==> src/rtl/core/dshp_pkg.sv <==
package dshp_pkg;

  localparam int PARTITIONS = 12;

  localparam int HASH_W = 64;
  localparam int CHAR_W = 8;
  localparam int ID_W = 32;
  localparam int PART_W = (PARTITIONS > 1) ? $clog2(PARTITIONS) : 1;

  localparam logic [HASH_W-1:0] HASH_SEED = 64'd5381;
  localparam logic [CHAR_W-1:0] DOT_CHAR = 8'h2E;

  // residue reduction: weighted nibble sum, then reciprocal multiply
  localparam int NIBBLES = HASH_W / 4;
  localparam int SUM_MAX = NIBBLES * 15 * (PARTITIONS - 1);
  localparam int SUM_W = (SUM_MAX > 1) ? $clog2(SUM_MAX + 1) : 1;
  localparam int RECIP_S = SUM_W + 8;
  localparam logic [RECIP_S:0] RECIP_M =
    (RECIP_S + 1)'(((longint'(1) << RECIP_S) + PARTITIONS - 1) / PARTITIONS);
  localparam int PROD_W = SUM_W + RECIP_S + 1;

  typedef struct packed {
    logic              vld;
    logic [HASH_W-1:0] hash;
  } hash_xfer_t;

  // 16^k mod PARTITIONS
  function automatic int nib_weight(input int k);
    int w;
    w = 1 % PARTITIONS;
    for (int j = 0; j < k; j++) begin
      w = (w * 16) % PARTITIONS;
    end
    return w;
  endfunction

endpackage

==> src/rtl/core/dshp_in_if.sv <==
interface dshp_in_if;
  logic                                valid;
  logic                                ready;
  logic signed [dshp_pkg::CHAR_W-1:0]  character;
  logic                                last_char;
  logic                                empty_name;

  modport source (output valid, output character, output last_char, output empty_name,
                  input ready);
  modport sink (input valid, input character, input last_char, input empty_name,
                output ready);
endinterface

==> src/rtl/core/dshp_out_if.sv <==
interface dshp_out_if;
  logic                         valid;
  logic                         ready;
  logic [dshp_pkg::HASH_W-1:0]  name_hash;
  logic [dshp_pkg::PART_W-1:0]  partition;
  logic [dshp_pkg::ID_W-1:0]    assigned_id;
  logic                         id_overflow;

  modport source (output valid, output name_hash, output partition, output assigned_id,
                  output id_overflow, input ready);
  modport sink (input valid, input name_hash, input partition, input assigned_id,
                input id_overflow, output ready);
endinterface

==> src/rtl/core/dshp_front.sv <==
module dshp_front (
  input  logic                  clk,
  input  logic                  rst_n,
  dshp_in_if.sink               in_ch,
  input  logic                  q_full,
  output dshp_pkg::hash_xfer_t  push
);
  import dshp_pkg::*;

  logic [HASH_W-1:0] seg_r, seg_nxt;
  logic [HASH_W-1:0] fin_r, fin_nxt;
  logic              dot_r, dot_nxt;
  logic [HASH_W-1:0] base;
  logic [HASH_W-1:0] ext;
  logic [HASH_W-1:0] seg_upd;
  logic [HASH_W-1:0] fin_upd;
  logic              dot_upd;
  logic              is_dot;
  logic              acc;

  assign in_ch.ready = !q_full;
  assign acc = in_ch.valid && in_ch.ready;

  assign is_dot = (in_ch.character == DOT_CHAR);
  assign ext = HASH_W'(in_ch.character);
  assign base = is_dot ? HASH_SEED : seg_r;
  // times 37 as shift-add
  assign seg_upd = (base << 5) + (base << 2) + base + ext;
  assign fin_upd = is_dot ? seg_r : fin_r;
  assign dot_upd = is_dot || dot_r;

  always_comb begin
    seg_nxt = seg_r;
    fin_nxt = fin_r;
    dot_nxt = dot_r;
    push.vld = 1'b0;
    push.hash = '0;
    if (acc) begin
      if (in_ch.empty_name) begin
        push.vld = 1'b1;
        seg_nxt = HASH_SEED;
        fin_nxt = '0;
        dot_nxt = 1'b0;
      end else if (in_ch.last_char) begin
        push.vld = 1'b1;
        push.hash = dot_upd ? fin_upd : seg_upd;
        seg_nxt = HASH_SEED;
        fin_nxt = '0;
        dot_nxt = 1'b0;
      end else begin
        seg_nxt = seg_upd;
        fin_nxt = fin_upd;
        dot_nxt = dot_upd;
      end
    end
  end

  always_ff @(posedge clk) begin
    if (!rst_n) begin
      seg_r <= HASH_SEED;
      fin_r <= '0;
      dot_r <= 1'b0;
    end else begin
      seg_r <= seg_nxt;
      fin_r <= fin_nxt;
      dot_r <= dot_nxt;
    end
  end

endmodule

==> src/rtl/core/dshp_fifo.sv <==
module dshp_fifo (
  input  logic                  clk,
  input  logic                  rst_n,
  input  dshp_pkg::hash_xfer_t  push,
  output logic                  full,
  output dshp_pkg::hash_xfer_t  pop,
  input  logic                  pop_ready
);
  import dshp_pkg::*;

  logic [HASH_W-1:0] mem_r [2];
  logic              wr_ptr_r, wr_ptr_nxt;
  logic              rd_ptr_r, rd_ptr_nxt;
  logic [1:0]        cnt_r, cnt_nxt;
  logic              do_pop;

  assign full = (cnt_r == 2'd2);
  assign pop.vld = (cnt_r != 2'd0);
  assign pop.hash = mem_r[rd_ptr_r];
  assign do_pop = pop.vld && pop_ready;

  always_comb begin
    wr_ptr_nxt = wr_ptr_r;
    rd_ptr_nxt = rd_ptr_r;
    cnt_nxt = cnt_r;
    if (push.vld) begin
      wr_ptr_nxt = !wr_ptr_r;
    end
    if (do_pop) begin
      rd_ptr_nxt = !rd_ptr_r;
    end
    case ({push.vld, do_pop})
      2'b10:   cnt_nxt = cnt_r + 2'd1;
      2'b01:   cnt_nxt = cnt_r - 2'd1;
      default: cnt_nxt = cnt_r;
    endcase
  end

  always_ff @(posedge clk) begin
    if (push.vld) begin
      mem_r[wr_ptr_r] <= push.hash;
    end
  end

  always_ff @(posedge clk) begin
    if (!rst_n) begin
      wr_ptr_r <= 1'b0;
      rd_ptr_r <= 1'b0;
      cnt_r <= 2'd0;
    end else begin
      wr_ptr_r <= wr_ptr_nxt;
      rd_ptr_r <= rd_ptr_nxt;
      cnt_r <= cnt_nxt;
    end
  end

endmodule

==> src/rtl/core/dshp_back.sv <==
module dshp_back (
  input  logic                  clk,
  input  logic                  rst_n,
  input  dshp_pkg::hash_xfer_t  pop,
  output logic                  pop_ready,
  dshp_out_if.source            out_ch
);
  import dshp_pkg::*;

  logic              a_v_r;
  logic [HASH_W-1:0] a_hash_r;
  logic [SUM_W-1:0]  a_sum_r;
  logic [SUM_W-1:0]  sum_nxt;

  logic              b_v_r;
  logic [HASH_W-1:0] b_hash_r;
  logic [SUM_W-1:0]  b_sum_r;
  logic [SUM_W-1:0]  b_q_r;
  logic [PROD_W-1:0] prod;

  logic [SUM_W-1:0]  rem;
  logic [PART_W-1:0] part;
  logic [ID_W-1:0]   cnt;
  logic [ID_W:0]     cnt_add;

  logic [ID_W-1:0]   ctr_r [PARTITIONS];

  logic              out_v_r;
  logic [HASH_W-1:0] out_hash_r;
  logic [PART_W-1:0] out_part_r;
  logic [ID_W-1:0]   out_id_r;
  logic              out_ovf_r;

  logic              en_a;
  logic              en_b;
  logic              en_c;

  assign en_c = !out_v_r || out_ch.ready;
  assign en_b = !b_v_r || en_c;
  assign en_a = !a_v_r || en_b;
  assign pop_ready = en_a;

  // weighted nibble sum keeps the residue
  always_comb begin
    sum_nxt = '0;
    for (int i = 0; i < NIBBLES; i++) begin
      sum_nxt = sum_nxt + SUM_W'(SUM_W'(pop.hash[4*i +: 4]) * SUM_W'(nib_weight(i)));
    end
  end

  assign prod = PROD_W'(a_sum_r) * PROD_W'(RECIP_M);
  assign rem = b_sum_r - SUM_W'(b_q_r * SUM_W'(PARTITIONS));
  assign part = rem[PART_W-1:0];
  assign cnt = ctr_r[part];
  assign cnt_add = {1'b0, cnt} + (ID_W + 1)'(PARTITIONS);

  always_ff @(posedge clk) begin
    if (en_a && pop.vld) begin
      a_hash_r <= pop.hash;
      a_sum_r <= sum_nxt;
    end
    if (en_b && a_v_r) begin
      b_hash_r <= a_hash_r;
      b_sum_r <= a_sum_r;
      b_q_r <= prod[RECIP_S +: SUM_W];
    end
    if (en_c && b_v_r) begin
      out_hash_r <= b_hash_r;
      out_part_r <= part;
      out_id_r <= cnt;
      out_ovf_r <= cnt_add[ID_W];
    end
  end

  always_ff @(posedge clk) begin
    if (!rst_n) begin
      a_v_r <= 1'b0;
      b_v_r <= 1'b0;
      out_v_r <= 1'b0;
      for (int i = 0; i < PARTITIONS; i++) begin
        ctr_r[i] <= ID_W'(i);
      end
    end else begin
      if (en_a) begin
        a_v_r <= pop.vld;
      end
      if (en_b) begin
        b_v_r <= a_v_r;
      end
      if (en_c) begin
        out_v_r <= b_v_r;
      end
      if (en_c && b_v_r && !cnt_add[ID_W]) begin
        ctr_r[part] <= cnt_add[ID_W-1:0];
      end
    end
  end

  assign out_ch.valid = out_v_r;
  assign out_ch.name_hash = out_hash_r;
  assign out_ch.partition = out_part_r;
  assign out_ch.assigned_id = out_id_r;
  assign out_ch.id_overflow = out_ovf_r;

endmodule

==> src/rtl/core/dotted_segment_hash_partitioner_core.sv <==
// channel  | dir | handshake       | payload
// in_ch    | in  | valid / ready   | character, last_char, empty_name
// out_ch   | out | valid / ready   | name_hash, partition, assigned_id, id_overflow
//
// one character per cycle while in_ready holds; hashed in the cycle it is accepted
// after its last character a result is registered in the queue, two residue stages
// and the counter stage; results follow one per cycle while out_ch.ready holds
// synchronous active-low reset clears the name state, queue and pipeline valids and
// loads each partition counter with its own index
// a two-entry queue parts front and back; in_ready drops only while it is full
module dotted_segment_hash_partitioner_core (
  input  logic      clk,
  input  logic      rst_n,
  dshp_in_if.sink   in_ch,
  dshp_out_if.source out_ch
);
  import dshp_pkg::*;

  hash_xfer_t push;
  hash_xfer_t pop;
  logic       q_full;
  logic       pop_ready;

  dshp_front u_front (
    .clk    (clk),
    .rst_n  (rst_n),
    .in_ch  (in_ch),
    .q_full (q_full),
    .push   (push)
  );

  dshp_fifo u_fifo (
    .clk       (clk),
    .rst_n     (rst_n),
    .push      (push),
    .full      (q_full),
    .pop       (pop),
    .pop_ready (pop_ready)
  );

  dshp_back u_back (
    .clk       (clk),
    .rst_n     (rst_n),
    .pop       (pop),
    .pop_ready (pop_ready),
    .out_ch    (out_ch)
  );

endmodule
==> src/flat_wrapper.sv <==
// flat-port wrapper written by rule: the top's interface ports become plain ports
module dotted_segment_hash_partitioner_core_flat import dshp_pkg::*;
  (clk, rst_n, in_ch_valid, in_ch_character, in_ch_last_char, in_ch_empty_name, in_ch_ready, out_ch_valid, out_ch_name_hash, out_ch_partition, out_ch_assigned_id, out_ch_id_overflow, out_ch_ready);
  dshp_in_if in_ch_i ();
  dshp_out_if out_ch_i ();
  input  logic clk;
  input  logic rst_n;
  input wire logic [$bits(in_ch_i.valid)-1:0] in_ch_valid;
  input wire logic [$bits(in_ch_i.character)-1:0] in_ch_character;
  input wire logic [$bits(in_ch_i.last_char)-1:0] in_ch_last_char;
  input wire logic [$bits(in_ch_i.empty_name)-1:0] in_ch_empty_name;
  output wire logic [$bits(in_ch_i.ready)-1:0] in_ch_ready;
  output wire logic [$bits(out_ch_i.valid)-1:0] out_ch_valid;
  output wire logic [$bits(out_ch_i.name_hash)-1:0] out_ch_name_hash;
  output wire logic [$bits(out_ch_i.partition)-1:0] out_ch_partition;
  output wire logic [$bits(out_ch_i.assigned_id)-1:0] out_ch_assigned_id;
  output wire logic [$bits(out_ch_i.id_overflow)-1:0] out_ch_id_overflow;
  input wire logic [$bits(out_ch_i.ready)-1:0] out_ch_ready;
  assign in_ch_i.valid = in_ch_valid;
  assign in_ch_i.character = in_ch_character;
  assign in_ch_i.last_char = in_ch_last_char;
  assign in_ch_i.empty_name = in_ch_empty_name;
  assign in_ch_ready = in_ch_i.ready;
  assign out_ch_valid = out_ch_i.valid;
  assign out_ch_name_hash = out_ch_i.name_hash;
  assign out_ch_partition = out_ch_i.partition;
  assign out_ch_assigned_id = out_ch_i.assigned_id;
  assign out_ch_id_overflow = out_ch_i.id_overflow;
  assign out_ch_i.ready = out_ch_ready;
  dotted_segment_hash_partitioner_core u_core (.clk(clk), .rst_n(rst_n), .in_ch(in_ch_i), .out_ch(out_ch_i));
endmodule
==> config.mk <==
export PLATFORM = sky130hd
export DESIGN_NAME = dotted_segment_hash_partitioner_core_flat
export DESIGN_NICKNAME = d
export VERILOG_FILES = /design/src/rtl/core/dshp_pkg.sv /design/src/rtl/core/dshp_in_if.sv /design/src/rtl/core/dshp_out_if.sv /design/src/rtl/core/dshp_front.sv /design/src/rtl/core/dshp_fifo.sv /design/src/rtl/core/dshp_back.sv /design/src/rtl/core/dotted_segment_hash_partitioner_core.sv /design/src/flat_wrapper.sv
export SDC_FILE = /design/constraint.sdc
export NUM_CORES = 2
export LEC_CHECK = 0
export BUFFER_PORTS_ARGS = -buffer_cell sky130_fd_sc_hd__buf_2
export CORE_UTILIZATION = 40
export CTS_CLUSTER_SIZE = 40
export DETAILED_ROUTE_END_ITERATION = 10
export PLACE_DENSITY_LB_ADDON = 0.08
export SYNTH_ARGS = -nofsm -noshare
export SYNTH_HDL_FRONTEND = slang
export SYNTH_HIERARCHICAL = 1
export SYNTH_SLANG_ARGS = --single-unit
export TNS_END_PERCENT = 20
==> constraint.sdc <==
create_clock -name clk -period 9.6 [get_ports clk]
set_input_delay 0.96 -clock clk [delete_from_list [all_inputs] [get_ports clk]]
set_output_delay 0.96 -clock clk [all_outputs]
set_load 0.005 [all_outputs]
==> impl_results.md <==
* Critical path, cell by cell: buf_4, buf_4, buf_4, mux4_2, mux4_1, and3_1, and3_1, nand4_4, nand3_4, nand2_2, buf_4
* Unique cell type count in the Yosys netlist at slightly below 100
* Top delay family on crit path: simple AND/OR/NAND/NOR gates
* Remaining routing DRC violations at 0
* Clock transition at path regs at approximately 60 ps
* CP arrival at between 6000 and 7000 ps
* Initial DRC count at ~2900
* Die footprint at roughly 0.13 mm^2
* Max-slew headroom at 0.02823
* # rows at between 100 and 150
* Clock sink total at just over 1000
* CTS H-Tree Depth at 3
* Post-Syn Nets at between 4000 and 5000
* Post-CTS setup buffers at 0
* RSZ-0062 raised after global routing: no
* CP Buf/Inv Count at 4
* Nets at about 4300
* Initial Utilization at 0.4055
* ANT cells at 0
* Synth Register Bits at 1023
* Final min period at ~6500 ps
* Dpl hpwl at around 90 mm
* Routed vias at 31420
* Area of the core at roughly 0.13 mm^2
* Routed WL at roughly 140 mm
* Cell Area, Synth at 0.05205 mm^2
* PortBufs at around 120
* DR vias/cell at ~5.4
* Setup tns final at 0 ps
* HP Class: flop to flop
* Seq/Total Area, Yosys at 0.5639
* Clock tree buffer depth at 3
* Grt ovf at 0
* Die span in x at approximately 360 um
* Max-cap violations at 0
* Most frequent cells in the layout: edfxtp_1, nor2_1, inv_1
* Final hold viol count at 0
* Most common cell after layout, fill and taps aside: edfxtp_1
* Gr usage total at 0.2211
* Fraction of synthesis flops using an asynchronous set or reset pin at 0
* RePlAce Congestion at between 0.8 and 0.9
* Final core utilization at 0.4500
* Vias in the first global route at ~31000
* Final worst-path cycle share at 0.6777
* First-pass GRT wire length at between 200 and 250 mm
* Post-CTS sizing at 0
* Crit Path Max Fanout at 50
* DIE HEIGHT at ~360 um
* Final setup vio count at 0
* CTS tree: yes
* WL/cell at about 25 um
* CP Capture Type: flop
* Synth-to-layout area growth at 10.96%
* Outcome: finished, final reports clean
* CP most frequent cell: buf_4
* Crit path required time at between 9000 and 10000 ps
* Pin count of the biggest net entering global routing at ~180
* Fin Clk Skew at between 30 and 40 ps
* # IOs at approximately 120
* Slew @ Worst Pin at between 1000 and 1500 ps
* Hold_buf cts at 0
* Initial antenna violation count at 2
* Post-Syn Instances at 3925
* Antenna-violating nets left at 0
* EDFF count, synth at 886
* WS Path Type: flop to flop
* Layout cell share with drive strength beyond 1 at 0.1562
* Critical-path top delay cell: buf_4
* Fmax at about 150 MHz
* CTS Buf Count at approximately 110
* Drt pass-1 iters at 5
* Root Driver: clkbuf_16
* Clock latency on the worst-skew pair at 730 ps
* Setup crit start kind: flop
* Critical Path Max Stage Delay at about 700 ps
* Yosys warns at 6
* Max-slew violations at 0
* Final hold slack at between 400 and 500 ps
* Main synth FF type: edfxtp_1
* Syn avg cell area at about 13 um^2
-- sequential cells by signal, summed over array words and instances, names as in the netlist, named ones only --
signal,count
u_core/u_front/seg_r,64
u_core/u_back/out_ch.id_overflow,1
u_core/u_back/ctr_r,512
u_core/u_back/a_v_r,1
u_core/u_front/dot_r,1
u_core/u_fifo/wr_ptr_r,1
u_core/u_back/a_hash_r,64
u_core/u_back/out_ch.valid,1
u_core/u_back/out_ch.name_hash,64
u_core/u_back/b_q_r,2
u_core/u_back/b_hash_r,64
u_core/u_back/a_sum_r,11
u_core/u_front/fin_r,64
u_core/u_back/b_sum_r,4
u_core/u_back/out_ch.partition,4
u_core/u_back/b_v_r,1
u_core/u_back/out_ch.assigned_id,32
u_core/u_fifo/cnt_r,2
u_core/u_fifo/mem_r,128
u_core/u_fifo/rd_ptr_r,1
-- synth_stat cells (7+ instances only) --
cell type / n / area share
mux4_2: 140 / 0.061
clkbuf_1: 112 / 0.0081
a211oi_1: 20 / 0.0029
a21oi_1: 130 / 0.013
mux4_1: 14 / 0.0071
nand4_1: 36 / 0.0043
edfxtp_1: 886 / 0.51
nor2b_1: 106 / 0.013
o21a_1: 10 / 0.0014
dfxtp_1: 137 / 0.053
and4_1: 7 / 0.0012
or3_1: 8 / 0.00096
buf_1: 18 / 0.0013
inv_1: 323 / 0.023
and3_1: 22 / 0.0026
buf_6: 29 / 0.0063
nand2b_1: 12 / 0.0014
o21bai_1: 20 / 0.0029
a22o_1: 15 / 0.0025
fa_1: 174 / 0.067
buf_4: 14 / 0.0020
ha_1: 157 / 0.038
nor2_1: 451 / 0.033
mux2i_1: 42 / 0.0081
nor3_1: 20 / 0.0019
a21o_1: 53 / 0.0076
xnor2_1: 89 / 0.015
mux2_2: 65 / 0.014
nand3_1: 41 / 0.0039
and2_1: 38 / 0.0046
or2_2: 7 / 0.00084
nand2_1: 221 / 0.016
buf_2: 71 / 0.0068
nand3b_1: 10 / 0.0014
or2_1: 7 / 0.00084
o21ai_0: 107 / 0.010
o211ai_1: 17 / 0.0025
xor2_1: 60 / 0.010
a31oi_1: 13 / 0.0016
a22oi_1: 100 / 0.014
-- area by class of cell --
class                      count  area [um^2]
inverter                     325         1222
fill                       11600        70590
tap                         1729         2163
timing repair buffer         181         1121
sequential                  1023        29350
clock buffer                 149         3013
clock inverter                50        565.5
multi-input combinational   2331        20310
-- stage by stage --
step                      cells  cell area, um^2  worst slack [ps]
after global placement     5589            54170              2936
after CTS                  5788            57750              3118
after floorplan            3925            52050              2431
after detailed placement   5589            54170              2867
after global routing       5788            57750              2834
final                      5788            57750              3095
-- per-layer routing --
| layer | global-route usage | wire length [um] | vias up |
|---|---|---|---|
| li1 | - | - | 14190 |
| met1 | 0.3415 | 70580 | 16130 |
| met2 | 0.3185 | 61060 | 940 |
| met3 | 0.04326 | 9559 | 161 |
| met4 | 0.04890 | 2783 | 0 |
| met5 | 0 | 0 | - |
-- cell families (layout without fill, tap and decap cells) --
kind of cell / count (synthesis) / count (layout) / synth area share
compound gates: 557 / 557 / 0.07217
fa+ha+maj: 334 / 334 / 0.1052
simple gates: 1025 / 1025 / 0.09359
buf+inv: 571 / 705 / 0.04871
flops: 1023 / 1023 / 0.5639
mux: 262 / 262 / 0.09008
xor+xnor: 153 / 153 / 0.02632
-- final timing paths --
kind | cells past startpoint | to | slack, ps | startpoint
worst min register to register | 0 | u_core/u_back/b_hash_r[21]$_DFFE_PP_ | 420 | u_core/u_back/a_hash_r[21]$_DFFE_PP_
worst min-delay path | 0 | u_core/u_back/b_hash_r[21]$_DFFE_PP_ | 420 | u_core/u_back/a_hash_r[21]$_DFFE_PP_
worst max-delay path | 11 | u_core/u_back/ctr_r[2][22]$_SDFFCE_PN0P_ | 3090 | u_core/u_back/b_sum_r[1]$_DFFE_PP_
worst max register to register | 11 | u_core/u_back/ctr_r[2][22]$_SDFFCE_PN0P_ | 3090 | u_core/u_back/b_sum_r[1]$_DFFE_PP_
Power is left out: the tool's default activity adds up to more than one toggle a clock period on the data nets, which glitch-free logic cannot reach.
